### src/design/rmh_pkg.sv
package rmh_pkg;

  localparam int CountBits = 11;

  // heap datapath commands
  typedef enum logic [2:0] {
    CMD_NONE,
    CMD_RD,
    CMD_WR,
    CMD_SWAP
  } rmh_cmd_e;

endpackage

### src/design/rmh_ctrl.sv
// Sequencer: rebalance if needed, place the sample (unless the store is full), then present the result.
module rmh_ctrl import rmh_pkg::*; #(
  parameter int Capacity = 1024,
  parameter int SampleBits = 16,
  parameter int SW = 10
) (
  input  logic                          clk_i,
  input  logic                          rst_ni,
  input  logic                          in_fire_i,
  input  logic signed [SampleBits-1:0]  sample_i,
  input  logic                          out_fire_i,
  input  logic                          lo_busy_i,
  input  logic                          hi_busy_i,
  input  logic signed [SampleBits-1:0]  lo_top_i,
  input  logic signed [SampleBits-1:0]  hi_top_i,
  input  logic signed [SampleBits-1:0]  lo_pop_i,
  input  logic signed [SampleBits-1:0]  hi_pop_i,
  input  logic [SW-1:0]                 lo_size_i,
  input  logic [SW-1:0]                 hi_size_i,
  output logic                          lo_push_o,
  output logic                          lo_pop_o,
  output logic                          hi_push_o,
  output logic                          hi_pop_o,
  output logic signed [SampleBits-1:0]  lo_val_o,
  output logic signed [SampleBits-1:0]  hi_val_o,
  output logic                          in_ready_o,
  output logic                          out_valid_o,
  output logic signed [SampleBits:0]    median_o,
  output logic [CountBits-1:0]          count_o,
  output logic                          dropped_o
);

  localparam logic [2:0] C_IDLE = 3'd0, C_POP = 3'd1, C_MOVE = 3'd2, C_PUSH = 3'd3,
                         C_WAIT = 3'd4, C_OUT = 3'd5;
  localparam int NW = SW + 1;

  logic [2:0] st_q, st_d;
  logic signed [SampleBits-1:0] x_q;
  logic tolo_q, fromlo_q, drop_q;
  logic [NW-1:0] total;
  logic idle_heaps;

  assign idle_heaps = !lo_busy_i && !hi_busy_i;
  assign total = NW'(lo_size_i) + NW'(hi_size_i);

  always_comb begin
    st_d = st_q;
    lo_push_o = 1'b0; lo_pop_o = 1'b0; hi_push_o = 1'b0; hi_pop_o = 1'b0;
    lo_val_o = x_q; hi_val_o = x_q;
    case (st_q)
      C_IDLE: if (in_fire_i) st_d = C_POP;
      C_POP: begin
        if (drop_q) st_d = C_WAIT;
        else if (lo_size_i == hi_size_i) st_d = C_PUSH;
        else if (lo_size_i > hi_size_i) begin
          if (x_q >= lo_top_i) st_d = C_PUSH;
          else begin lo_pop_o = 1'b1; st_d = C_MOVE; end
        end else begin
          if (x_q <= hi_top_i) st_d = C_PUSH;
          else begin hi_pop_o = 1'b1; st_d = C_MOVE; end
        end
      end
      C_MOVE: if (idle_heaps) begin
        if (fromlo_q) begin hi_push_o = 1'b1; hi_val_o = lo_pop_i; end
        else begin lo_push_o = 1'b1; lo_val_o = hi_pop_i; end
        st_d = C_PUSH;
      end
      C_PUSH: if (idle_heaps) begin
        if (tolo_q) lo_push_o = 1'b1; else hi_push_o = 1'b1;
        st_d = C_WAIT;
      end
      C_WAIT: if (idle_heaps) st_d = C_OUT;
      C_OUT: if (out_fire_i) st_d = C_IDLE;
      default: st_d = C_IDLE;
    endcase
  end

  always_ff @(posedge clk_i or negedge rst_ni) begin
    if (!rst_ni) st_q <= C_IDLE;
    else st_q <= st_d;
  end

  // decide destination once sizes are known (C_POP)
  always_ff @(posedge clk_i) begin
    if (in_fire_i) begin
      x_q <= sample_i;
      drop_q <= (32'(total) >= Capacity);
    end
    if (st_q == C_POP) begin
      fromlo_q <= (lo_size_i > hi_size_i);
      if (lo_size_i == hi_size_i)
        tolo_q <= (lo_size_i == '0) || (x_q < lo_top_i);
      else if (lo_size_i > hi_size_i) tolo_q <= (x_q < lo_top_i);
      else tolo_q <= !(x_q > hi_top_i);
    end
  end

  always_comb begin
    if (lo_size_i == hi_size_i) median_o = (SampleBits+1)'(lo_top_i) + (SampleBits+1)'(hi_top_i);
    else if (lo_size_i > hi_size_i) median_o = {lo_top_i, 1'b0};
    else median_o = {hi_top_i, 1'b0};
  end

  assign count_o = CountBits'(total);
  assign dropped_o = drop_q;
  assign in_ready_o = (st_q == C_IDLE);
  assign out_valid_o = (st_q == C_OUT);

`ifndef SYNTHESIS
  a_no_push_busy: assert property (@(posedge clk_i) disable iff (!rst_ni)
    lo_push_o |-> !lo_busy_i) else $error("push to busy lower heap");
  a_out_idle: assert property (@(posedge clk_i) disable iff (!rst_ni)
    out_valid_o |-> idle_heaps) else $error("result while heap busy");
  a_balance: assert property (@(posedge clk_i) disable iff (!rst_ni)
    out_valid_o |-> (lo_size_i <= hi_size_i + 1'b1 && hi_size_i <= lo_size_i + 1'b1))
    else $error("heaps unbalanced");
`endif

endmodule

### config.mk
export PLATFORM = sky130hd
export DESIGN_NAME = rmh_ctrl
export DESIGN_NICKNAME = d
export VERILOG_FILES = /design/src/design/rmh_pkg.sv /design/src/design/rmh_ctrl.sv
export SDC_FILE = /design/constraint.sdc
export NUM_CORES = 1
export LEC_CHECK = 0
export BUFFER_PORTS_ARGS = -buffer_cell sky130_fd_sc_hd__clkbuf_2
export CAP_MARGIN = 20
export CORE_MARGIN = 5
export CORE_UTILIZATION = 34
export DETAILED_ROUTE_END_ITERATION = 12
export PLACE_DENSITY = 0.66
export SLEW_MARGIN = 20
export SYNTH_ARGS = -nofsm -noshare
export SYNTH_HDL_FRONTEND = slang
export SYNTH_SLANG_ARGS = --single-unit
### constraint.sdc
create_clock -name clk_i -period 5.2 [get_ports clk_i]
set_input_delay 0.52 -clock clk_i [delete_from_list [all_inputs] [get_ports clk_i]]
set_output_delay 0.52 -clock clk_i [all_outputs]
set_load 0.005 [all_outputs]
==> flow_summary.yaml, run 1 <==
timing:
  max_slew.worst_pin.slew_ns: 0.873
  fin_crit_ns: 3.31
  slew_headroom: 0.416
  drv_slew: 0
  fmax_mhz: 302
  fin_skew_ns: 0.0126
  rsz0062_at_grt: "false"
  finalSetupViolCount: 0
  period_share: 0.637
  hold_viol_final: 0
  fin_setup_tns_ns: 0
worst_setup_path:
  cp-end-kind: "output port"
  critPathSlowestCell: "fa_1"
  cpMostUsedCell: "clkbuf_2"
  critPathKind: "in -> out"
  cp_data_arrival_time_ns: 2.79
  reg2reg_slack_ns: 2.83
  slowest_delay_ns: 0.41
  cp-start-kind: "input port"
  path_cells: "clkbuf_2 -> ha_1 -> inv_1 -> fa_1 -> nor2b_1 -> o21ai_0 -> a21oi_1 -> o211ai_1 -> a41oi_1 -> a31oi_1 -> xnor2_1 -> o21ai_1 -> clkbuf_2"
  cp_max_fo: 3
  required_ns: 4.68
synthesis:
  synthArstFlopShare: 0.136
  synth.area.top_cells: "ha_1 23%, edfxtp_1 15%, mux2_2 10%, inv_1 5.6%, a21oi_1 5.3%"
  synth-seq-cells: 22
  netlist.area_leader.share: 0.231
  ys_seq_area_frac: 0.175
  netlist-cell-type-count: 49
  syn-cell-area_sq_mm: 0.00369
  syn_nets: 624
  synth_flop_cell: "edfxtp_1"
  postSynthCellCount: 448
  synth_edf_count: 19
  ys.warnings.count: 0
  synth.largest_area_cell: "ha_1"
  avgSynthCellArea_sq_um: 8.23
clocking:
  clk_path_buf_depth: 2
  htree_levels: 1
  post_cts_buffers: 0
  clock-root-buffer: "clkbuf_8"
  clk_pin_slew_worst_paths_ns: 0.09
  postCtsResizedCells: 0
  clkLatencyLatePin_ns: 0.27
  clock_sinks: 22
  cts_buffers: 3
  holdBufCountCts: 0
  tritoncts: "done"
routing:
  wl_per_cell_um: 15.1
  detail-route-antenna-nets: 0
  drc_errors: 0
  drt_wl_total_mm: 11.4
  route.met2.wl_mm: 5.64
  drt_iter0_markers: 227
  dr.pass1.iters: 4
  wl_met3_mm: 1.18
  num_vias: 3860
  dr.max_layer_used: "met4"
  met1_length_mm: 4.57
  viasPerCell: 5.11
placed_design:
  routabilityCongestion: 0.891
  io_buffers: 172
  placed_cell_area_sq_mm: 0.00470
  dp.cells: 751
  hpwl_mm: 9.95
global_routing:
  grt_pass1_vias: 3921
  overflow: 0
  grt_start_max_net_pins: 32
  grt_pass1_wl_mm: 18.5
  track_usage: 0.172
  antenna_found_initial: 0
final_layout:
  final_cell_mix: "172 x clkbuf_2, 68 x ha_1, 55 x inv_1"
  fillers: 1124
  drive_gt1_frac: 0.356
  regArea_sq_um: 646
  fin_nets: 792
  multi_input_area_sq_mm: 0.00280
  final_common_cell: "clkbuf_2"
  fin_cells: 755
  antenna_cells: 0
  area_growth_pct: 29.3
  design_area_sq_mm: 0.00477
power_and_ir_drop:
  p_leak_nw: 2.52
  clkPwrFrac: 0.178
  ir_drop_mv: 0.107
  combPwrFrac: 0.534
  powerDensity_mw_per_mm2: 192
  power_frac_seq: 0.288
  power_switching_share: 0.384
  power_switching_uw: 352
  internal_power_uw: 566
run_status:
  status: "finished, final reports clean"
floorplan:
  rows: 38
  core_region_area_sq_mm: 0.0107
  die_area_sq_mm: 0.0130
  io_pins: 173
  die_x_um: 114
  start_util: 0.343
  fp.dieH_um: 114
flow_run:
  maxCapViolCount: 0
worst_hold_path:
  worstHoldPathType: "in -> async"
[registers in the layout, indices dropped and copies added (netlist names)]
| signal | flops |
|---|---|
| fromlo_q | 1 |
| dropped_o | 1 |
| x_q | 16 |
| st_q | 3 |
| tolo_q | 1 |
[synthesized netlist by cell type (5+ instances only)]
| master | count |
|---|---|
| ha_1 | 68 |
| xor2_1 | 9 |
| nor2b_1 | 5 |
| nand4_1 | 7 |
| edfxtp_1 | 19 |
| a21oi_1 | 39 |
| xnor2_1 | 11 |
| inv_1 | 55 |
| nor3_1 | 5 |
| o21bai_1 | 5 |
| and2_1 | 5 |
| a21o_1 | 14 |
| mux2_2 | 34 |
| buf_2 | 6 |
| o21ai_0 | 19 |
| nor2_1 | 46 |
| nand2b_1 | 8 |
| a211oi_1 | 10 |
| nand3_1 | 8 |
| nand2_1 | 19 |
[area by class of cell]
type | count | area share
inverters | 55 | 0.0433
repair buffers | 174 | 0.184
clock inverters | 1 | 0.00629
well taps | 140 | 0.0367
flip-flops and latches | 22 | 0.135
clock buffers | 3 | 0.00865
multi-input cells | 360 | 0.586
[per-stage QoR]
stage / hold WS (ns) / util / setup WS, ns / power [mW]
after global placement: 0.320 / 0.437 / 1.93 / 0.744
after floorplan: 0.224 / - / 2.41 / 0.567
after CTS: 0.0209 / 0.444 / 1.89 / 0.928
after detailed placement: 0.323 / 0.437 / 1.91 / 0.760
final: 0.0255 / 0.444 / 1.89 / 0.918
after global routing: 0.00999 / 0.444 / 1.64 / 1.01
[routing by layer]
metal	up-vias	global-route usage
met5	-	0
met4	0	0.00950
met3	2	0.0428
met2	172	0.325
met1	1750	0.204
li1	1936	-
[worst paths after layout]
| path | depth (start not counted) | end | from |
|---|---|---|---|
| max reg2reg | 9 | st_q[0] | x_q[3] |
| min in group clk_i | 1 | x_q[2] | sample_i[2] |
| min reg2reg | 1 | st_q[1] | st_q[2] |
| max | 13 | median_o[14] | lo_top_i[0] |
| min | 1 | st_q[2] | rst_ni |
| max in group asynchronous | 1 | st_q[0] | rst_ni |
[worst max-delay path, delay by kind of cell]
kind,cells,cell delay (ns)
AO/OA/AOI/OAI,6,1.08
XOR/XNOR,1,0.15
adder cells (fa/ha/maj),2,0.62
buffers and inverters,3,0.31
AND/OR/NAND/NOR,1,0.11
[power by group through the flow]
stage / clock, mW / combinational, mW / sequential, mW
after global placement: 0 / 0.477 / 0.267
final: 0.163 / 0.490 / 0.265
after global routing: 0.177 / 0.557 / 0.272
after CTS: 0.169 / 0.495 / 0.265
after floorplan: 0 / 0.324 / 0.243
after detailed placement: 0 / 0.491 / 0.269
[cell families (layout without fill, tap and decap cells)]
family	Yosys count	count (layout)	share of synthesized area
AOI/OAI and AO/OA	116	116	0.200
and+or+nand+nor	116	116	0.152
adders and majority gates	70	70	0.242
buffers and inverters	66	233	0.0692
muxes	38	38	0.115
DFF	22	22	0.175
xor gates and xnor gates	20	20	0.0475
No activity file was read; power rests on OpenSTA's default activity.
==> run 2: changes to the inputs <==
--- a/config.mk
+++ b/config.mk
@@ -10,7 +10,7 @@
 export CORE_MARGIN = 5
 export CORE_UTILIZATION = 34
 export DETAILED_ROUTE_END_ITERATION = 12
-export PLACE_DENSITY = 0.66
+export PLACE_DENSITY = 0.68
 export SLEW_MARGIN = 20
 export SYNTH_ARGS = -nofsm -noshare
 export SYNTH_HDL_FRONTEND = slang
==> constraint.sdc (replaced) <==
create_clock -name clk_i -period 2.9 [get_ports clk_i]
set_input_delay 0.29 -clock clk_i [delete_from_list [all_inputs] [get_ports clk_i]]
set_output_delay 0.29 -clock clk_i [all_outputs]
set_load 0.005 [all_outputs]
==> run 2 against run 1 <==
Effect of this change:
- clock power increased by 76%
- die area is the same
- register-to-register slack worse by 2.2 ns
- sequential share of layout area decreased by 0.72 points
- via count up 2.4%
- combinational power increased by 92%
- sequential cell count stayed put
- final cell count rose by 2.5%
- critical path depth down 3
- utilization is 2.5 points higher
- first-iteration DRC count down 32%
- final area rose by 5.6%
- critical path type is now reg -> out
- highest routed layer unchanged
==> flow_summary.yaml, run 2 (synthesis gave the netlist of run 1 again) <==
run_status:
  status: "finished, final reports clean"
timing:
  period_share: 0.947
  fmax_mhz: 364
  max_slew.worst_pin.slew_ns: 0.479
  fin_skew_ns: 0.0107
  drv_slew: 0
  hold_ws_ns: 0.192
  hold_viol_final: 0
  setup_ws_ns: 0.153
  rsz0062_at_grt: "true"
  finalSetupViolCount: 0
  slew_headroom: 0.680
  fin_crit_ns: 2.75
worst_setup_path:
  critPathKind: "reg -> out"
  cp-end-kind: "output port"
  cp-start-kind: "register"
  required_ns: 2.61
  reg2reg_from: "x_q[9]"
  timing.critical_path.from: "x_q[9]"
  r2r-end: "tolo_q"
  cp_max_fo: 3
  reg2reg_slack_ns: 0.60
  cp_data_arrival_time_ns: 2.46
  r2r_cells: 9
floorplan:
  core_region_area_sq_mm: 0.0107
  die_area_sq_mm: 0.0130
  io_pins: 173
  rows: 38
  start_util: 0.343
  fp.dieH_um: 114
  die_x_um: 114
routing:
  viasPerCell: 5.11
  wl_per_cell_um: 15.5
  drc_errors: 0
  drt_iter0_markers: 154
  dr.pass1.iters: 4
  drt_wl_total_mm: 12.0
  detail-route-antenna-nets: 0
  num_vias: 3952
final_layout:
  final_cell_mix: "171 x clkbuf_2, 63 x ha_1, 55 x inv_1"
  max_flop_register: "x_q"
  fillers: 1080
  largest_reg_flops: 16
  regArea_sq_um: 646
  reg_top3: "x_q x16, st_q x3"
  area_growth_pct: 36.6
  fin_nets: 811
  final_common_cell: "clkbuf_2"
  design_area_sq_mm: 0.00504
  multi_input_area_sq_mm: 0.00292
  fin_cells: 774
  antenna_cells: 0
  drive_gt1_frac: 0.401
power_and_ir_drop:
  p_leak_nw: 2.61
  powerDensity_mw_per_mm2: 338
  power_frac_seq: 0.278
  internal_power_mw: 1.05
  combPwrFrac: 0.554
  power_switching_uw: 651
  clkPwrFrac: 0.169
  power_switching_share: 0.383
  ir_drop_mv: 0.191
placed_design:
  placed_cell_area_sq_mm: 0.00474
  hpwl_mm: 10.2
  place_ws_ns: -0.00627
  dp.cells: 756
  io_buffers: 172
  routabilityCongestion: 0.852
worst_hold_path:
  hp-start: "sample_i[3]"
  worstHoldPathType: "in -> reg"
  worstHoldPathCells: 1
  holdPathEnd: "x_q[3]"
clocking:
  tritoncts: "done"
  clk_path_buf_depth: 2
  cts_buffers: 3
  clock_sinks: 22
  clk_pin_slew_worst_paths_ns: 0.09
  htree_levels: 1
  clkLatencyLatePin_ns: 0.27
  clock-root-buffer: "clkbuf_8"
global_routing:
  grt_start_max_net_pins: 30
  antenna_found_initial: 0
  grt_pass1_wl_mm: 18.5
  overflow: 0
  grt_pass1_vias: 3969
  track_usage: 0.173
flow_run:
  maxCapViolCount: 0
run 2: changes by cell type in the layout (fill, tap and decap cells not counted), moves of 5 or more:
cell,before,now
a21oi_2,0,5
ha_4,0,5
a21oi_1,39,34
buf_4,2,20
ha_1,68,63
run 2: final cells by class:
| cell class | count | area share |
|---|---|---|
| clock inverter | 1 | 0.00596 |
| timing repair buffer | 193 | 0.203 |
| inverter | 55 | 0.0410 |
| tap | 140 | 0.0348 |
| clock buffer | 3 | 0.00819 |
| sequential | 22 | 0.128 |
| multi-input combinational | 360 | 0.579 |
run 2: metrics by stage:
step | util | total power [mW] | TNS (ns)
2_1_floorplan | - | 1.02 | 0
3_3_place_gp | 0.441 | 1.34 | 0
3_5_place_dp | 0.441 | 1.38 | -0.00627
4_1_cts | 0.449 | 1.67 | 0
5_1_grt | 0.469 | 1.85 | -0.0222
6_report | 0.469 | 1.70 | 0
run 2: repair_timing:
item,4_1_cts,5_1_grt
hold buffers,1,0
setup buffers,0,13
resized for setup,1,21
pin swaps,0,7
setup endpoints to repair,1,7
endpoints found under the hold margin,3,0
run 2: worst max path at each step:
stage / end / slack, ns / cells past startpoint
global route: median_o[16] / -0.02 / 13
detailed placement: median_o[16] / -0.006 / 13
global placement: median_o[16] / 0.08 / 13
CTS: lo_pop_o / 0.03 / 10
floorplan: median_o[16] / 0.57 / 11
finish: hi_pop_o / 0.15 / 10
run 2: power by group through the flow:
stage	combinational (mW)	sequential, mW	clock (mW)
after floorplan	0.581	0.435	0
after global placement	0.865	0.478	0
after detailed placement	0.892	0.484	0
after CTS	0.900	0.476	0.297
after global routing	1.05	0.482	0.315
final	0.942	0.473	0.287
run 2: critical path, cell delays in order, from the launching register on:
cell,delay [ns]
edfxtp_1,0.51
ha_1,0.34
a21o_1,0.18
a21o_1,0.18
a21oi_2,0.14
o22ai_2,0.09
a211oi_2,0.25
o211ai_1,0.13
buf_4,0.17
nor2_1,0.11
clkbuf_2,0.12
run 2: layer usage:
layer / vias up / GRT usage / share of wire
li1: 1979 / - / -
met1: 1812 / 0.200 / 0.40
met2: 152 / 0.326 / 0.50
met3: 9 / 0.0423 / 0.088
met4: 0 / 0.0269 / 0.012
met5: - / 0 / 0
==> run 3: changes to the inputs <==
--- a/config.mk
+++ b/config.mk
@@ -5,12 +5,13 @@
 export SDC_FILE = /design/constraint.sdc
 export NUM_CORES = 1
 export LEC_CHECK = 0
+export ABC_AREA = 1
 export BUFFER_PORTS_ARGS = -buffer_cell sky130_fd_sc_hd__clkbuf_2
 export CAP_MARGIN = 20
 export CORE_MARGIN = 5
 export CORE_UTILIZATION = 34
 export DETAILED_ROUTE_END_ITERATION = 12
-export PLACE_DENSITY = 0.68
+export PLACE_DENSITY = 0.67
 export SLEW_MARGIN = 20
 export SYNTH_ARGS = -nofsm -noshare
 export SYNTH_HDL_FRONTEND = slang
==> run 3 against run 2 <==
Effect of this change:
- register-to-register slack improved by 0.30 ns
- die area increased by 6.0%
- sequential cell count unchanged
- critical endpoint is now median_o[5]
- largest power group unchanged
- highest routed layer unchanged
==> flow_summary.yaml, run 3 <==
timing:
  drv_slew: 0
  period_share: 0.876
  fin_skew_ns: 0.00352
  fin_crit_ns: 2.54
  rsz0062_at_grt: "false"
  fmax_mhz: 394
  finalSetupViolCount: 0
  setup_ws_ns: 0.359
  hold_viol_final: 0
  fin_setup_tns_ns: 0
  max_slew.worst_pin.slew_ns: 0.575
  slew_headroom: 0.612
worst_setup_path:
  r2r-end: "tolo_q"
  cp_max_fo: 10
  r2r_cells: 11
  cp-start-kind: "input port"
  required_ns: 2.61
  critPathKind: "in -> out"
  reg2reg_slack_ns: 0.90
  reg2reg_from: "x_q[15]"
  timing.critical_path.from: "lo_size_i[9]"
  endpoint: "median_o[5]"
  cp-end-kind: "output port"
  cp_data_arrival_time_ns: 2.25
global_routing:
  antenna_found_initial: 0
  overflow: 0
  grt_pass1_vias: 4047
  track_usage: 0.168
  grt_start_max_net_pins: 19
  grt_pass1_wl_mm: 19.9
synthesis:
  avgSynthCellArea_sq_um: 7.21
  ys.warnings.count: 0
  ys_seq_area_frac: 0.164
  syn_nets: 721
  synth_flop_cell: "edfxtp_1"
  syn-cell-area_sq_mm: 0.00393
  netlist.area_leader.share: 0.216
  synth_edf_count: 19
  postSynthCellCount: 545
  netlist-cell-type-count: 47
  synth.most_common_cell: "nand2_1"
  synth.largest_area_cell: "ha_1"
  synth_commonest_cells: "109 x nand2_1, 96 x inv_1, 68 x ha_1, 48 x a21oi_1, 46 x nor2_1"
  synthArstFlopShare: 0.136
  synth-seq-cells: 22
  synth.area.top_cells: "ha_1 22%, edfxtp_1 15%, nand2_1 10%, inv_1 9.2%, mux2_2 8.3%"
routing:
  num_vias: 4177
  dr.pass1.iters: 4
  drc_errors: 0
  drt_wl_total_mm: 12.2
  viasPerCell: 4.84
  drt_iter0_markers: 184
  detail-route-antenna-nets: 0
  wl_per_cell_um: 14.1
final_layout:
  max_flop_register: "x_q"
  fillers: 1187
  fin_nets: 897
  final_common_cell: "clkbuf_2"
  antenna_cells: 0
  area_growth_pct: 28.2
  reg_top3: "x_q x16, st_q x3"
  drive_gt1_frac: 0.317
  final_cell_mix: "172 x clkbuf_2, 109 x nand2_1, 96 x inv_1"
  largest_reg_flops: 16
power_and_ir_drop:
  powerDensity_mw_per_mm2: 347
  p_leak_nw: 2.87
  ir_drop_mv: 0.361
placed_design:
  io_buffers: 172
  place_ws_ns: 0.348
  hpwl_mm: 10.6
  routabilityCongestion: 0.879
floorplan:
  die_x_um: 118
  start_util: 0.346
  fp.dieH_um: 118
  rows: 39
  io_pins: 173
  core_region_area_sq_mm: 0.0114
  die_area_sq_mm: 0.0138
clocking:
  cts_buffers: 3
  clock_sinks: 22
  post_cts_buffers: 0
  clock-root-buffer: "clkbuf_16"
  clk_path_buf_depth: 2
  clk_pin_slew_worst_paths_ns: 0.06
  clkLatencyLatePin_ns: 0.25
  postCtsResizedCells: 0
  holdBufCountCts: 1
  htree_levels: 1
  tritoncts: "done"
run_status:
  status: "finished, final reports clean"
worst_hold_path:
  worstHoldPathType: "in -> reg"
flow_run:
  maxCapViolCount: 0
## run 3: changes by cell type after synthesis, sizes merged, moves of 7 or more
cell    change
o22ai       +7
o21ai       -7
inv        +44
a211oi     -11
xnor2       -8
a21o        -7
a21oi      +10
nand3      +14
nand2      +93
nand2b      -8
## run 3: kinds of logic (layout without fill, tap and decap cells)
family                   Yosys count  after routing  synth area share
AND/OR/NAND/NOR                  208            208             0.241
buffers and inverters            102            277             0.102
XOR/XNOR                           9              9            0.0201
adder cells (fa/ha/maj)           70             70             0.227
AO/OA/AOI/OAI                    104            104             0.160
flip-flops                        22             22             0.164
multiplexers                      30             30            0.0859
## run 3: worst max-delay path, cell delays in order
cell and delay [ns]:
clkbuf_2 0.11, ha_1 0.36, a21o_1 0.18, nor2_1 0.29, nand3_2 0.24, nand2_4 0.23, inv_4 0.11, a221oi_2 0.28
clkbuf_2 0.16
## run 3: worst min-delay path by stage
| stage | cells past startpoint | to | slack [ns] | startpoint |
|---|---|---|---|---|
| finish | 1 | x_q[5] | 0.21 | sample_i[5] |
| global route | 1 | x_q[5] | 0.20 | sample_i[5] |
| CTS | 1 | x_q[5] | 0.21 | sample_i[5] |
| detailed placement | 1 | st_q[1] | 0.09 | rst_ni |
| global placement | 1 | st_q[1] | 0.09 | rst_ni |
| floorplan | 0 | st_q[0] | -0.006 | rst_ni |
## run 3: power by group
group | leakage (nW) | switching (mW) | internal [mW]
sequential | 0.223 | 0.0681 | 0.403
combinational | 2.61 | 0.563 | 0.423
clock | 0.0382 | 0.102 | 0.187
total | 2.87 | 0.734 | 1.01
## run 3: final cells by class
type | count | area, sq um | area share
Clock buffer | 4 | 78.8 | 0.0156
Inverter | 99 | 374 | 0.0742
Multi-Input combinational cell | 421 | 2890 | 0.572
Sequential cell | 22 | 646 | 0.128
Tap cell | 143 | 179 | 0.0355
Timing Repair Buffer | 174 | 878 | 0.174
## run 3: metal layers
layer	GRT usage	part of all wire	up-vias
met4	0.0208	0.0039	0
met1	0.230	0.46	1876
met3	0.0288	0.059	4
li1	-	-	2194
met2	0.285	0.47	103
met5	0	0	-
## run 3: per-stage QoR
step                instance area, sq um   util  hold WS (ns)  power (mW)  cells
floorplan                           3930      -      -0.00559        1.09    545
global placement                    4950  0.436        0.0933        1.46    858
detailed placement                  4950  0.436        0.0947        1.47    858
CTS                                 5040  0.443         0.207        1.76    863
global route                        5040  0.443         0.205        1.91    863
finish                              5040  0.443         0.210        1.75    863
